### src/rtl/pkrt_pkg.sv
// ----------------------------------------------------------------------------
// pkrt_pkg
// Shared constants and types for the pressed-key rollover tracker.
// ----------------------------------------------------------------------------
package pkrt_pkg;

    localparam int MaxKeys  = 6;
    localparam int CntW     = $clog2(MaxKeys + 1);
    localparam int IdxW     = (MaxKeys > 1) ? $clog2(MaxKeys) : 1;
    localparam int NumSlots = 6;

    localparam logic [15:0] EvtKey  = 16'h0001;
    localparam logic [15:0] EvtSync = 16'h0000;

    typedef logic [CntW-1:0] t_cnt;
    typedef logic [IdxW-1:0] t_idx;
    typedef logic [NumSlots-1:0][7:0] t_slots;

    typedef struct packed {
        logic [15:0] event_type;
        logic [7:0]  scan_code;
        logic        pressed;
    } t_in_item;

    typedef struct packed {
        logic [2:0] held_num;
        logic [7:0] slot0;
        logic [7:0] slot1;
        logic [7:0] slot2;
        logic [7:0] slot3;
        logic [7:0] slot4;
        logic [7:0] slot5;
        logic       sync_seen;
        logic       read_ready;
    } t_out_item;

    typedef enum logic [1:0] {
        ST_IDLE,
        ST_SCAN,
        ST_SHIFT,
        ST_DONE
    } t_state;

    typedef enum logic [1:0] {
        LOP_NONE,
        LOP_APPEND,
        LOP_SHIFT,
        LOP_DEC
    } t_list_op;

    typedef struct packed {
        t_list_op   op;
        t_idx       idx;
        logic [7:0] code;
    } t_list_cmd;

    typedef struct packed {
        logic in_range;
        logic hit;
    } t_cmp_res;

endpackage

### src/rtl/pkrt_if.sv
// ----------------------------------------------------------------------------
// pkrt_in_if / pkrt_out_if
// Valid/ready channels for key events and list reports.
// ----------------------------------------------------------------------------
interface pkrt_in_if;
    logic               valid;
    logic               ready;
    pkrt_pkg::t_in_item data;

    modport source (output valid, output data, input ready);
    modport sink   (input valid, input data, output ready);
endinterface

interface pkrt_out_if;
    logic                valid;
    logic                ready;
    pkrt_pkg::t_out_item data;

    modport source (output valid, output data, input ready);
    modport sink   (input valid, input data, output ready);
endinterface

### src/rtl/pkrt_cmp.sv
// ----------------------------------------------------------------------------
// pkrt_cmp
// Shared compare unit: bounds check of an entry index and code match.
// ----------------------------------------------------------------------------
module pkrt_cmp (
    input  pkrt_pkg::t_cnt     i_idx,
    input  pkrt_pkg::t_cnt     i_count,
    input  logic [7:0]         i_entry,
    input  logic [7:0]         i_code,
    output pkrt_pkg::t_cmp_res o_res
);

    always_comb begin
        o_res.in_range = (i_idx < i_count);
        o_res.hit      = o_res.in_range && (i_entry == i_code);
    end

endmodule

### src/rtl/pkrt_list.sv
// ----------------------------------------------------------------------------
// pkrt_list
// Held-key storage: entry registers, count, one indexed read port.
// ----------------------------------------------------------------------------
module pkrt_list (
    input  logic                i_clk,
    input  logic                i_rst_n,
    input  pkrt_pkg::t_list_cmd i_cmd,
    input  pkrt_pkg::t_cnt      i_rd_idx,
    output logic [7:0]          o_rd_data,
    output pkrt_pkg::t_cnt      o_count,
    output pkrt_pkg::t_slots    o_slots
);

    logic [7:0]     r_keys [pkrt_pkg::MaxKeys];
    pkrt_pkg::t_cnt r_count;
    pkrt_pkg::t_cnt n_count;

    assign o_rd_data = r_keys[i_rd_idx[pkrt_pkg::IdxW-1:0]];
    assign o_count   = r_count;

    always_comb begin
        n_count = r_count;
        unique case (i_cmd.op)
            pkrt_pkg::LOP_APPEND: n_count = r_count + 1'b1;
            pkrt_pkg::LOP_DEC:    n_count = r_count - 1'b1;
            pkrt_pkg::LOP_NONE,
            pkrt_pkg::LOP_SHIFT:  n_count = r_count;
        endcase
    end

    always_ff @(posedge i_clk) begin
        if (!i_rst_n) begin
            r_count <= '0;
        end else begin
            r_count <= n_count;
        end
    end

    always_ff @(posedge i_clk) begin
        if (i_cmd.op == pkrt_pkg::LOP_APPEND) begin
            r_keys[i_cmd.idx] <= i_cmd.code;
        end else if (i_cmd.op == pkrt_pkg::LOP_SHIFT) begin
            r_keys[i_cmd.idx] <= o_rd_data;
        end
    end

    for (genvar g = 0; g < pkrt_pkg::NumSlots; g++) begin : g_slot
        if (g < pkrt_pkg::MaxKeys) begin : g_used
            assign o_slots[g] = (pkrt_pkg::t_cnt'(g) < r_count) ? r_keys[g] : 8'h00;
        end else begin : g_unused
            assign o_slots[g] = 8'h00;
        end
    end

endmodule

### src/rtl/pressed_key_rollover_tracker.sv
// ----------------------------------------------------------------------------
// pressed_key_rollover_tracker
// Ordered list of held key codes, updated one event at a time.
//
//   channel   dir   payload                                   transfer
//   i_evt     in    event_type, scan_code, pressed            valid & ready
//   o_rpt     out   held_num, slot0..slot5, sync_seen,        valid & ready
//                   read_ready
//   i_cfg_*   in    enabled                                   i_cfg_we
//
// A sync, stray or disabled event goes straight to the report; for a key event
// one shared comparator walks the list one entry a cycle, and a release shifts
// later entries down one per cycle.
// Reset (i_rst_n low, synchronous) empties the list and disables the block.
// One event is in work at a time; a report waiting on o_rpt holds the
// sequencer in its final state until it is taken.
// ----------------------------------------------------------------------------
module pressed_key_rollover_tracker (
    input  logic        i_clk,
    input  logic        i_rst_n,
    input  logic        i_cfg_we,
    input  logic        i_cfg_wdata,
    pkrt_in_if.sink     i_evt,
    pkrt_out_if.source  o_rpt
);

    pkrt_pkg::t_state    r_state, n_state;
    pkrt_pkg::t_cnt      r_idx, n_idx;
    logic [7:0]          r_code, n_code;
    logic                r_press, n_press;
    logic                r_sync, n_sync;
    logic                r_enabled;
    logic                r_out_valid;
    pkrt_pkg::t_out_item r_out;

    pkrt_pkg::t_list_cmd list_cmd;
    pkrt_pkg::t_cnt      list_count;
    logic [7:0]          list_rd;
    pkrt_pkg::t_slots    list_slots;
    pkrt_pkg::t_cnt      cmp_idx;
    pkrt_pkg::t_cmp_res  cmp_res;
    pkrt_pkg::t_out_item out_item;
    logic                load_out;

    assign cmp_idx = (r_state == pkrt_pkg::ST_SHIFT) ? pkrt_pkg::t_cnt'(r_idx + 1'b1) : r_idx;

    pkrt_cmp u_cmp (
        .i_idx   (cmp_idx),
        .i_count (list_count),
        .i_entry (list_rd),
        .i_code  (r_code),
        .o_res   (cmp_res)
    );

    pkrt_list u_list (
        .i_clk     (i_clk),
        .i_rst_n   (i_rst_n),
        .i_cmd     (list_cmd),
        .i_rd_idx  (cmp_idx),
        .o_rd_data (list_rd),
        .o_count   (list_count),
        .o_slots   (list_slots)
    );

    always_comb begin
        n_state      = r_state;
        n_idx        = r_idx;
        n_code       = r_code;
        n_press      = r_press;
        n_sync       = r_sync;
        list_cmd     = '{op: pkrt_pkg::LOP_NONE, idx: r_idx[pkrt_pkg::IdxW-1:0], code: r_code};
        i_evt.ready  = 1'b0;
        load_out     = 1'b0;
        unique case (r_state)
            pkrt_pkg::ST_IDLE: begin
                i_evt.ready = 1'b1;
                if (i_evt.valid) begin
                    n_idx   = '0;
                    n_code  = i_evt.data.scan_code;
                    n_press = i_evt.data.pressed;
                    if (r_enabled && (i_evt.data.event_type == pkrt_pkg::EvtKey)) begin
                        n_sync  = 1'b0;
                        n_state = pkrt_pkg::ST_SCAN;
                    end else begin
                        n_sync  = r_enabled && (i_evt.data.event_type == pkrt_pkg::EvtSync);
                        n_state = pkrt_pkg::ST_DONE;
                    end
                end
            end
            pkrt_pkg::ST_SCAN: begin
                if (!cmp_res.in_range) begin
                    if (r_press && (r_idx < pkrt_pkg::t_cnt'(pkrt_pkg::MaxKeys))) begin
                        list_cmd.op = pkrt_pkg::LOP_APPEND;
                    end
                    n_state = pkrt_pkg::ST_DONE;
                end else if (cmp_res.hit) begin
                    n_state = r_press ? pkrt_pkg::ST_DONE : pkrt_pkg::ST_SHIFT;
                end else begin
                    n_idx = r_idx + 1'b1;
                end
            end
            pkrt_pkg::ST_SHIFT: begin
                if (cmp_res.in_range) begin
                    list_cmd.op = pkrt_pkg::LOP_SHIFT;
                    n_idx       = r_idx + 1'b1;
                end else begin
                    list_cmd.op = pkrt_pkg::LOP_DEC;
                    n_state     = pkrt_pkg::ST_DONE;
                end
            end
            pkrt_pkg::ST_DONE: begin
                if (!r_out_valid || o_rpt.ready) begin
                    load_out = 1'b1;
                    n_state  = pkrt_pkg::ST_IDLE;
                end
            end
        endcase
    end

    always_comb begin
        out_item.held_num   = 3'(list_count);
        out_item.slot0      = list_slots[0];
        out_item.slot1      = list_slots[1];
        out_item.slot2      = list_slots[2];
        out_item.slot3      = list_slots[3];
        out_item.slot4      = list_slots[4];
        out_item.slot5      = list_slots[5];
        out_item.sync_seen  = r_sync;
        out_item.read_ready = (list_count != '0);
    end

    always_ff @(posedge i_clk) begin
        if (!i_rst_n) begin
            r_state     <= pkrt_pkg::ST_IDLE;
            r_enabled   <= 1'b0;
            r_out_valid <= 1'b0;
        end else begin
            r_state <= n_state;
            if (i_cfg_we) begin
                r_enabled <= i_cfg_wdata;
            end
            if (load_out) begin
                r_out_valid <= 1'b1;
            end else if (o_rpt.ready) begin
                r_out_valid <= 1'b0;
            end
        end
    end

    always_ff @(posedge i_clk) begin
        r_idx   <= n_idx;
        r_code  <= n_code;
        r_press <= n_press;
        r_sync  <= n_sync;
        if (load_out) begin
            r_out <= out_item;
        end
    end

    assign o_rpt.valid = r_out_valid;
    assign o_rpt.data  = r_out;

    a_count_bound: assert property (@(posedge i_clk) disable iff (!i_rst_n)
        list_count <= pkrt_pkg::t_cnt'(pkrt_pkg::MaxKeys))
        else $error("held count above capacity");

    a_append_grows: assert property (@(posedge i_clk) disable iff (!i_rst_n)
        (list_cmd.op == pkrt_pkg::LOP_APPEND) |=>
            (list_count == pkrt_pkg::t_cnt'($past(list_count) + 1'b1)))
        else $error("append did not grow the list");

    a_shift_in_list: assert property (@(posedge i_clk) disable iff (!i_rst_n)
        (r_state == pkrt_pkg::ST_SHIFT) |-> (r_idx < list_count))
        else $error("shift pointer outside the list");

    a_sync_no_change: assert property (@(posedge i_clk) disable iff (!i_rst_n)
        (r_state == pkrt_pkg::ST_DONE) && r_sync |-> (list_cmd.op == pkrt_pkg::LOP_NONE))
        else $error("list changed on a sync event");

endmodule
### src/flat_wrapper.sv
// flat-port wrapper written by rule: the top's interface ports become plain ports
module pressed_key_rollover_tracker_flat 
  (i_clk, i_rst_n, i_cfg_we, i_cfg_wdata, i_evt_valid, i_evt_data, i_evt_ready, o_rpt_valid, o_rpt_data, o_rpt_ready);
  pkrt_in_if i_evt_i ();
  pkrt_out_if o_rpt_i ();
  input  logic i_clk;
  input  logic i_rst_n;
  input  logic i_cfg_we;
  input  logic i_cfg_wdata;
  input wire logic [$bits(i_evt_i.valid)-1:0] i_evt_valid;
  input wire logic [$bits(i_evt_i.data)-1:0] i_evt_data;
  output wire logic [$bits(i_evt_i.ready)-1:0] i_evt_ready;
  output wire logic [$bits(o_rpt_i.valid)-1:0] o_rpt_valid;
  output wire logic [$bits(o_rpt_i.data)-1:0] o_rpt_data;
  input wire logic [$bits(o_rpt_i.ready)-1:0] o_rpt_ready;
  assign i_evt_i.valid = i_evt_valid;
  assign i_evt_i.data = i_evt_data;
  assign i_evt_ready = i_evt_i.ready;
  assign o_rpt_valid = o_rpt_i.valid;
  assign o_rpt_data = o_rpt_i.data;
  assign o_rpt_i.ready = o_rpt_ready;
  pressed_key_rollover_tracker u_core (.i_clk(i_clk), .i_rst_n(i_rst_n), .i_cfg_we(i_cfg_we), .i_cfg_wdata(i_cfg_wdata), .i_evt(i_evt_i), .o_rpt(o_rpt_i));
endmodule
### config.mk
export PLATFORM = sky130hd
export DESIGN_NAME = pressed_key_rollover_tracker_flat
export DESIGN_NICKNAME = d
export VERILOG_FILES = /design/src/rtl/pkrt_pkg.sv /design/src/rtl/pkrt_if.sv /design/src/rtl/pkrt_cmp.sv /design/src/rtl/pkrt_list.sv /design/src/rtl/pressed_key_rollover_tracker.sv /design/src/flat_wrapper.sv
export SDC_FILE = /design/constraint.sdc
export NUM_CORES = 1
export LEC_CHECK = 0
export BUFFER_PORTS_ARGS = -buffer_cell sky130_fd_sc_hd__buf_2
export CORE_ASPECT_RATIO = 1.2
export CORE_MARGIN = 4
export CORE_UTILIZATION = 59
export DETAILED_ROUTE_END_ITERATION = 8
export PLACE_DENSITY = 0.94
export SLEW_MARGIN = 20
export SYNTH_ARGS = -nofsm -noshare
export SYNTH_HDL_FRONTEND = slang
export SYNTH_HIERARCHICAL = 1
export SYNTH_SLANG_ARGS = --single-unit
### constraint.sdc
create_clock -name i_clk -period 6.4 [get_ports i_clk]
set_input_delay 0.32 -clock i_clk [delete_from_list [all_inputs] [get_ports i_clk]]
set_output_delay 0.32 -clock i_clk [all_outputs]
set_load 0.01 [all_outputs]
=== Word level (Yosys, flattened, before mapping) ===
Memories as Yosys holds them, arrays and structs flattened. A register that Yosys moved wholly into a read port is not among the register bits.
Cells that the tools add are included.

* Add/subtract/negate cells: 3
* $mul: 0
* Divide/modulo/power cells: 0
* Order comparisons: 8
* Equal/unequal tests: 15
* Shift-type cells: 0
* Multiplexer cells: 30
* Bitwise operators: 1
* Reduce and logical (&&, ||, !) cells: 22

{| class="wikitable"
|+ Operators with widths
! cell !! count
|-
| $eq 16x1->1 const B || 1
|-
| $logic_not 16->1 || 1
|-
| $mux 3 || 5
|-
| $mux 2 || 7
|-
| $mux 1 || 13
|-
| $pmux 3 s3 || 1
|-
| $eq 2x2->1 const B || 4
|-
| $eq 8x8->1 || 1
|-
| $mux 8 || 1
|-
| $pmux 2 s4 || 1
|-
| $logic_not 1->1 || 7
|-
| $add 3x1->3 const B || 2
|-
| $lt 1x3->1 const A || 2
|-
| $lt 2x3->1 const A || 2
|-
| $lt 3x3->1 const A || 2
|-
| $ne 2x1->1 const B || 3
|-
| $ne 2x2->1 const B || 3
|-
| $pmux 3 s2 || 1
|-
| $reduce_bool 3->1 || 2
|-
| $reduce_and 5->1 || 1
|-
| $eq 2x1->1 const B || 2
|-
| $logic_and 1x1->1 || 4
|-
| $logic_not 2->1 || 2
|-
| $pmux 2 s2 || 1
|-
| other kinds (10) || 10
|}

* Bits in registers: 25
* Latch bits: 0
* Memory bits (writable): 48
* ROM bits: 0
* Bits of input ports: 31
* Output and inout bits: 55
* Logic and storage cells: 91
* Memories: 1

{| class="wikitable"
|+ Memory list
! name !! words !! width !! read ports !! clocked after Yosys merged registers in !! write ports !! line !! source
|-
| u_core.u_list.r_keys || 6 || 8 || 7 || 6 || 1 || pkrt_list.sv:15 || <nowiki>logic [7:0] r_keys [pkrt_pkg::MaxKeys];</nowiki>
|}

=== Depth between registers and ports, before layout ===
Gate-level depths: netlist of run 1.

* Word-level depth: 10
* Depth in mapped cells: 15
* Mapped depth without buffers: 14

=== Cells and area by module ===
Netlist of run 1, hierarchy kept.

{| class="wikitable"
|+ Modules (own cells, without submodules)
! module !! times used !! cells each !! area each (um2) !! seq. area each (um2)
|-
| pkrt_list || 1 || 239 || 3339.5 || 1981.9
|-
| pressed_key_rollover_tracker || 1 || 123 || 2474.9 || 2062.0
|-
| pkrt_cmp || 1 || 18 || 141.4 || 0.0
|}

=== Worst setup path before layout of run 1 ===
Ideal clock, no wire load.

* Path kind: reg2reg
* Start: reg u_core.r_state[1]
* End: reg u_core.r_out, in the netlist u_core/o_rpt.data[0] (enable)
* Library setup time: 0.470 ns
* Data arrival time: 2.993 ns
* Data required time: 5.930 ns
* Setup slack: 2.937 ns
* Stages on the path, launching flop included: 3
* Buffers on the path: 0
* Period minus slack after synthesis: 3.463 ns
* Path through: dfxtp_1 > ha_1 > nor2b_1

* Longest elaborated chain between the ends: 2

{| class="wikitable"
|+ Ends and longest elaborated chain
! element !! line !! source
|-
| start: declaration || pressed_key_rollover_tracker.sv:27 || <nowiki>pkrt_pkg::t_state r_state, n_state;</nowiki>
|-
| start signal: assignment || pressed_key_rollover_tracker.sv:134 || <nowiki>r_state <= pkrt_pkg::ST_IDLE;</nowiki>
|-
| start signal: assignment || pressed_key_rollover_tracker.sv:138 || <nowiki>r_state <= n_state;</nowiki>
|-
| $eq 2x2->1 || pressed_key_rollover_tracker.sv:74 || <nowiki>unique case (r_state)</nowiki>
|-
| $mux 1 || pressed_key_rollover_tracker.sv:74 ||
|-
| net u_core.load_out || pressed_key_rollover_tracker.sv:43 || <nowiki>logic load_out;</nowiki>
|-
| end signal: assignment || pressed_key_rollover_tracker.sv:156 || <nowiki>r_out <= out_item;</nowiki>
|-
| end: declaration || pressed_key_rollover_tracker.sv:34 || <nowiki>pkrt_pkg::t_out_item r_out;</nowiki>
|}

The timed path passes the listed nets, and every way through them passes these cells.
A chain may end at the register's enable or synchronous reset.

==> summary.txt, run 1 <==
Die
  • Row cnt: 39
  • Core area: 9711 um2
  • Number of top-level pins: 86
  • Die Ht: 118.1 um
  • Die area: 11,770 um2
  • Horiz. Die Dim: approximately 100 um
  • Initial Utilization: about 61%

Synthesis
  • Mux cell area share after synthesis: under 10%
  • Simple-gate area share of the yosys netlist: between 10 and 15%
  • Synth top area cells: edfxtp_1, ha_1, nor2b_1
  • Area leader, netlist: edfxtp_1
  • Cell variety after synth: 48
  • Largest family of logic cells by synthesized area: simple AND/OR/NAND/NOR gates
  • Syn_nets: around 430
  • Register area share after synthesis: between 60% and 70%
  • Seq cells post-synth: approximately 140
  • Synth warn: 6
  • Post-Synth XOR/XNOR Area: around 1.9%
  • Post-Syn Instances: 380
  • Post-synth top area share: between 60% and 70%
  • Compound-gate portion of the synthesized area: under 10%
  • Syn Area/Cell: between 15 and 20 um2
  • Adder-Cell Fraction of Synth Area: 3.361%
  • Post-Syn Area: approximately 6000 um2

Detailed routing
  • 1st-pass router iterations: 5
  • Post-route DRC: 0
  • Final Routed Wirelength: ~13,000 um
  • Avg WL per Cell: around 21 um
  • Detailed Route Iter0 Violations: between 400 and 500
  • Final ANT Viol Nets: 0
  • Via count: roughly 3,600
  • Vias per inst: between 5 and 6

Placement
  • Dpl ws: about 1.9 ns
  • Dpl hpwl: ~8500 um
  • PortBufs: 85
  • Routability cong.: slightly above 0.9
  • Area after DPL: 6481 um2

Timing
  • Unrepaired setup endpoints after global routing: false
  • Setup Viol. Count Final: 0
  • Max frequency: around 0.23 GHz
  • Period utilization: between 60 and 70%
  • Worst setup margin: slightly below 2 ns
  • Tmin final: ~4.4 ns
  • Fin. Hold Viols: 0
  • Worst-Margin Slew: 1.001 ns
  • Clock skew: 0.01063 ns
  • Setup tns final: 0 ns
  • Slew Viols, Final: 0
  • Max-slew headroom: between 30 and 40%

Critical path
  • Crit end category: flop
  • R2R setup slack: a little under 2 ns
  • Path type of the worst setup path: reg -> reg
  • Worst EP required: between 6 and 7 ns
  • CP arrival: 4.47 ns
  • Crit Path Max Fanout: 17
  • Crit path launch type: flop

Global routing
  • Total gr overflow: 0
  • Total Routing Usage GR: 22.13%
  • First-pass GRT wire length: 19,320 um
  • Initial antenna violation count: 0
  • Vias in the first global route: around 3,700
  • Largest net degree at the start of global routing: 54

Power and ir drop
  • Max IR drop VDD: 0.3694 mV
  • P_leak: ~2.7 nW
  • PwrDens: 510.2 nW/um2

Clocking
  • Root Buffer: clkbuf_16
  • Worst-Skew Late Latency: 0.42 ns
  • Number of H-tree levels: 4
  • Post-CTS setup buffer count: 0
  • Clk sinks: approximately 140
  • Clock transition at the registers of the reported paths: ~0.060 ns
  • Max Root-Sink Buffers: 2
  • # resized after CTS: 0
  • CTS tree: done
  • Post-CTS Hold Buffers: 0
  • CTS Buf Count: 17

Hold path
  • Hold crit path type: in -> reg

Finish
  • Diode count: 0
  • Commonest non-fill, non-tap cells in the layout: edfxtp_1, buf_2, nor2b_1
  • Area growth from synthesis to layout: 19.14%
  • Share of post-route cells with drive strength above 1: 30.88%
  • Fillers: 572
  • Most common cell after layout, fill and taps aside: edfxtp_1
  • Design Area, Final: 7096 um2
  • Nets: around 520

Run status
  • Status: finished, final reports clean

Run
  • Max cap viols: 0
[synthesized netlist by cell type (all sizes together)]
cell     instances
a2111oi          1
a211o            1
a21boi           1
a21o             1
a21oi            2
a22o             8
a31oi            2
a32o             1
and2            20
and3             9
and4             1
buf              6
clkbuf           4
dfxtp            7
edfxtp         130
ha              16
inv              9
mux2            17
mux2i           18
nand2           15
nand2b           6
nand3            1
nand4            1
nor2            20
nor2b           31
nor3             3
nor3b            1
nor4             7
nor4b            2
o2111a           1
o211a            2
o21a             2
o21ai            1
o221a            1
o22ai            8
o31ai            9
or3              1
or4              1
xnor2            3
xor2            10
[report_power, final]
| part | total, mW | internal (mW) | switching [mW] |
|---|---|---|---|
| Clock | 0.982 | 0.613 | 0.369 |
| Combinational | 1.28 | 0.482 | 0.794 |
| Sequential | 1.36 | 1.25 | 0.109 |
[sequential cells by signal (all words and copies together) (netlist names)]
| name | count |
|---|---|
| u_core/r_code | 8 |
| u_core/o_rpt.valid | 1 |
| u_core/r_sync | 1 |
| u_core/u_list/r_keys | 64 |
| u_core/r_press | 1 |
| u_core/r_idx | 3 |
| u_core/o_rpt.data | 53 |
| u_core/u_list/o_count | 3 |
| u_core/r_enabled | 1 |
| u_core/r_state | 2 |
[cells by family (layout without fill, tap and decap cells)]
| logic type | Yosys count | in the layout |
|---|---|---|
| adders and majority gates | 16 | 16 |
| xor gates and xnor gates | 13 | 13 |
| and+or+nand+nor | 119 | 119 |
| buffers and inverters | 19 | 128 |
| AOI/OAI and AO/OA | 41 | 41 |
| muxes | 35 | 35 |
| DFF | 137 | 137 |
[per-stage QoR]
stage	total power, mW	std cells	hold WS, ns	util [%]
after floorplan	2.320	380	0.4003	-
after global placement	2.524	580	0.4015	66.74
after detailed placement	2.589	580	0.4310	66.74
after CTS	3.605	612	0.05745	72.97
after global routing	3.761	612	0.05450	73.07
final	3.620	612	0.07200	73.07
[worst paths after layout]
kind	start	end	depth (start not counted)
worst max-delay path	u_core/r_state[0]$_SDFFE_PN0P_	u_core/r_idx[2]$_SDFFCE_PN0P_	11
worst min-delay path	i_evt_data[2]	u_core/r_code[1]$_DFFE_PP_	1
worst max register to register	u_core/r_state[0]$_SDFFE_PN0P_	u_core/r_idx[2]$_SDFFCE_PN0P_	11
worst min register to register	u_core/r_sync$_SDFFCE_PP0P_	u_core/o_rpt.data[1]$_DFFE_PP_	0
[layout make-up]
class	count	area, um2	share of cell area [%]
Clock buffer	18	429.2	6.048
Clock inverter	14	175.2	2.469
Inverter	9	33.78	0.4761
Multi-Input combinational cell	224	1819	25.64
Sequential cell	137	4044	56.99
Tap cell	123	153.9	2.169
Timing Repair Buffer	87	440.4	6.207
[layer usage]
metal | vias up | GRT usage (%) | routed length [um]
met5 | - | 0 | 0
met3 | 38 | 6.639 | 1094
li1 | 1632 | - | -
met4 | 0 | 10.33 | 430
met2 | 203 | 38.06 | 6661
met1 | 1755 | 24.83 | 4650
[critical path, stage by stage, from the launching register on]
cell       delay, ns
dfxtp_1         0.36
inv_1           0.17
ha_1            0.41
xor2_4          0.68
buf_4           0.42
mux2_2          0.38
o22ai_1         0.22
nor2_1          0.10
xor2_1          0.18
nor4_1          0.10
and3_1          0.20
a2111oi_0       0.82
(Power assumes the default switching activity.)
==> run 2: changes to the inputs <==
- CORE_UTILIZATION: 59 -> 57
- PLACE_DENSITY: 0.94 -> 0.92
- clock period: 6.4 -> 4.33 ns (I/O delays scaled with it)
==> run 2 against run 1 <==
Net effect: combinational power grew 55%; clock power grew 40%; total power grew 47%; utilization shrank 1.4 points; clock-buffer cell count shrank 1; highest routed layer unchanged.
==> summary.txt, run 2 (same netlist as run 1, synthesis figures left out) <==
Run status
  • Status: finished, final reports clean

Critical path
  • CP max stage cell: nor4_1
  • Crit Path Max Fanout: 8
  • CP delay by family, top: simple AND/OR/NAND/NOR gates
  • Cell-by-cell listing of the critical path: inv_1 > ha_1 > nand2_1 > xnor2_1 > nand2b_1 > o22ai_1 > nor2_1 > xor2_1 > nor4_1 > and3_1 > nor2b_1 > o21ai_1 > nand2_1 > a32o_1
  • CP arrival: around 4.4 ns
  • CP most frequent cell: nand2_1
  • Worst EP required: 4.64 ns
  • CP max stage delay: between 0.4 and 0.5 ns
  • Worst path depth: 14
  • R2R cell count: 14
  • Worst Path Buf+Inv: 1
  • Path type of the worst setup path: reg -> reg
  • R2R setup slack: between 0.2 and 0.3 ns
  • Crit end category: flop
  • Crit path launch type: flop

Detailed routing
  • Detailed Route Iter0 Violations: around 460
  • Final Routed Wirelength: ~14,000 um
  • 1st-pass router iterations: 5
  • Via count: ~3,800
  • Post-route DRC: 0
  • Vias per inst: just under 6
  • Final ANT Viol Nets: 0
  • Avg WL per Cell: approximately 21 um

Power and ir drop
  • PwrDens: 735.3 nW/um2
  • Max IR drop VDD: around 0.41 mV
  • Power consumption: ~5.3 mW
  • P_leak: 2.767 nW

Die
  • Core area: 10,110 um2
  • Number of top-level pins: 86
  • Die area: between 10,000 and 15,000 um2
  • Initial Utilization: around 59%
  • Die Ht: about 120 um
  • Horiz. Die Dim: 101.3 um
  • Row cnt: 40

Placement
  • Routability cong.: 0.8609
  • Dpl hpwl: roughly 9000 um
  • PortBufs: 85
  • Placed Instances: around 590
  • Dpl ws: roughly 0.46 ns
  • Area after DPL: about 6600 um2

Global routing
  • Vias in the first global route: ~3,800
  • First-pass GRT wire length: 20,420 um
  • M2 GR Usage: between 30% and 40%
  • Met1 usage: 25.33%
  • Initial antenna violation count: 0
  • M3 GR Usage: roughly 6.8%
  • Total Routing Usage GR: about 23%
  • Total gr overflow: 0
  • Most Crowded Layer GR: met2
  • Largest net degree at the start of global routing: 37

Timing
  • Max-slew headroom: about a third
  • Fin. Hold Viols: 0
  • Clock skew: 0.007225 ns
  • Slew Viols, Final: 0
  • Period utilization: between 90% and 100%
  • Tmin final: 4.045 ns
  • Setup tns final: 0 ns
  • Unrepaired setup endpoints after global routing: false
  • Max frequency: approximately 0.25 GHz
  • Setup Viol. Count Final: 0
  • Worst setup margin: between 0.2 and 0.3 ns
  • Worst-Margin Slew: around 0.98 ns

Finish
  • Non-Filler Instances: around 640
  • Max FFs per register: 64
  • Most common cell after layout, fill and taps aside: edfxtp_1
  • Nets: ~540
  • Diode count: 0
  • Commonest non-fill, non-tap cells in the layout: edfxtp_1, buf_2, nor2b_1
  • Design Area, Final: slightly above 7000 um2
  • Area growth from synthesis to layout: 21.70%
  • Reg with most FFs: u_core/u_list/r_keys
  • Share of post-route cells with drive strength above 1: a little under a third

Run
  • Max cap viols: 0

Clocking
  • # resized after CTS: 0
  • CTS Buf Count: 17
  • Number of H-tree levels: 4
  • Clock transition at the registers of the reported paths: roughly 0.06 ns
  • Clk sinks: between 100 and 150
  • CTS tree: done
  • Worst-Skew Late Latency: around 0.42 ns
  • Max Root-Sink Buffers: 2
  • Root Buffer: clkbuf_16

Hold path
  • Cell count of the worst hold path: 3
  • Hold crit path type: in -> reg
run 2: repair_timing:
item,in CTS,in global routing
hold buffers,9,0
buffers inserted,0,0
hold endpoints to repair,9,0
run 2: cell type report:
type / instances / area, um2
fill: 606 / 2861
sequential: 137 / 4044
clock inverter: 15 / 145.1
multi-input combinational: 224 / 1809
inverter: 9 / 33.78
tap: 126 / 157.7
timing repair buffer: 107 / 633.1
clock buffer: 17 / 425.4
run 2: path summary, 6_finish.rpt:
path / startpoint / end
setup / recovery: u_core/r_state[0]$_SDFFE_PN0P_ / u_core/r_state[1]$_SDFFE_PN0P_
hold / removal: i_cfg_wdata / u_core/r_enabled$_SDFFE_PN0P_
setup reg to reg: u_core/r_state[0]$_SDFFE_PN0P_ / u_core/r_state[1]$_SDFFE_PN0P_
hold reg to reg: u_core/r_sync$_SDFFCE_PP0P_ / u_core/o_rpt.data[1]$_DFFE_PP_
run 2: per-layer routing:
layer | up-vias | routed length [um]
li1 | 1668 | -
met1 | 1827 | 4693
met2 | 217 | 7244
met3 | 43 | 1034
met4 | 0 | 528
met5 | - | 0
run 2: per-stage QoR:
stage                     util (%)  hold slack [ns]
after floorplan                  -           0.3154
after global placement       64.89           0.3940
after detailed placement     64.89           0.3968
after CTS                    71.42          0.04988
after global routing         71.70          0.06239
final                        71.70          0.06182
run 2: power breakdown:
part	switching, mW	leakage [nW]	internal, mW	total [mW]
Clock	0.569	0.264	0.799	1.37
Sequential	0.132	1.26	1.85	1.98
Combinational	1.22	1.24	0.764	1.98
run 2: worst register-to-register path: cells and delay by family, from the launching register on:
kind / cells / cell delay [ns]
simple gates: 7 / 1.60
compound gates: 3 / 0.90
xor+xnor: 2 / 0.52
fa+ha+maj: 1 / 0.40
flops: 1 / 0.35
buf+inv: 1 / 0.17
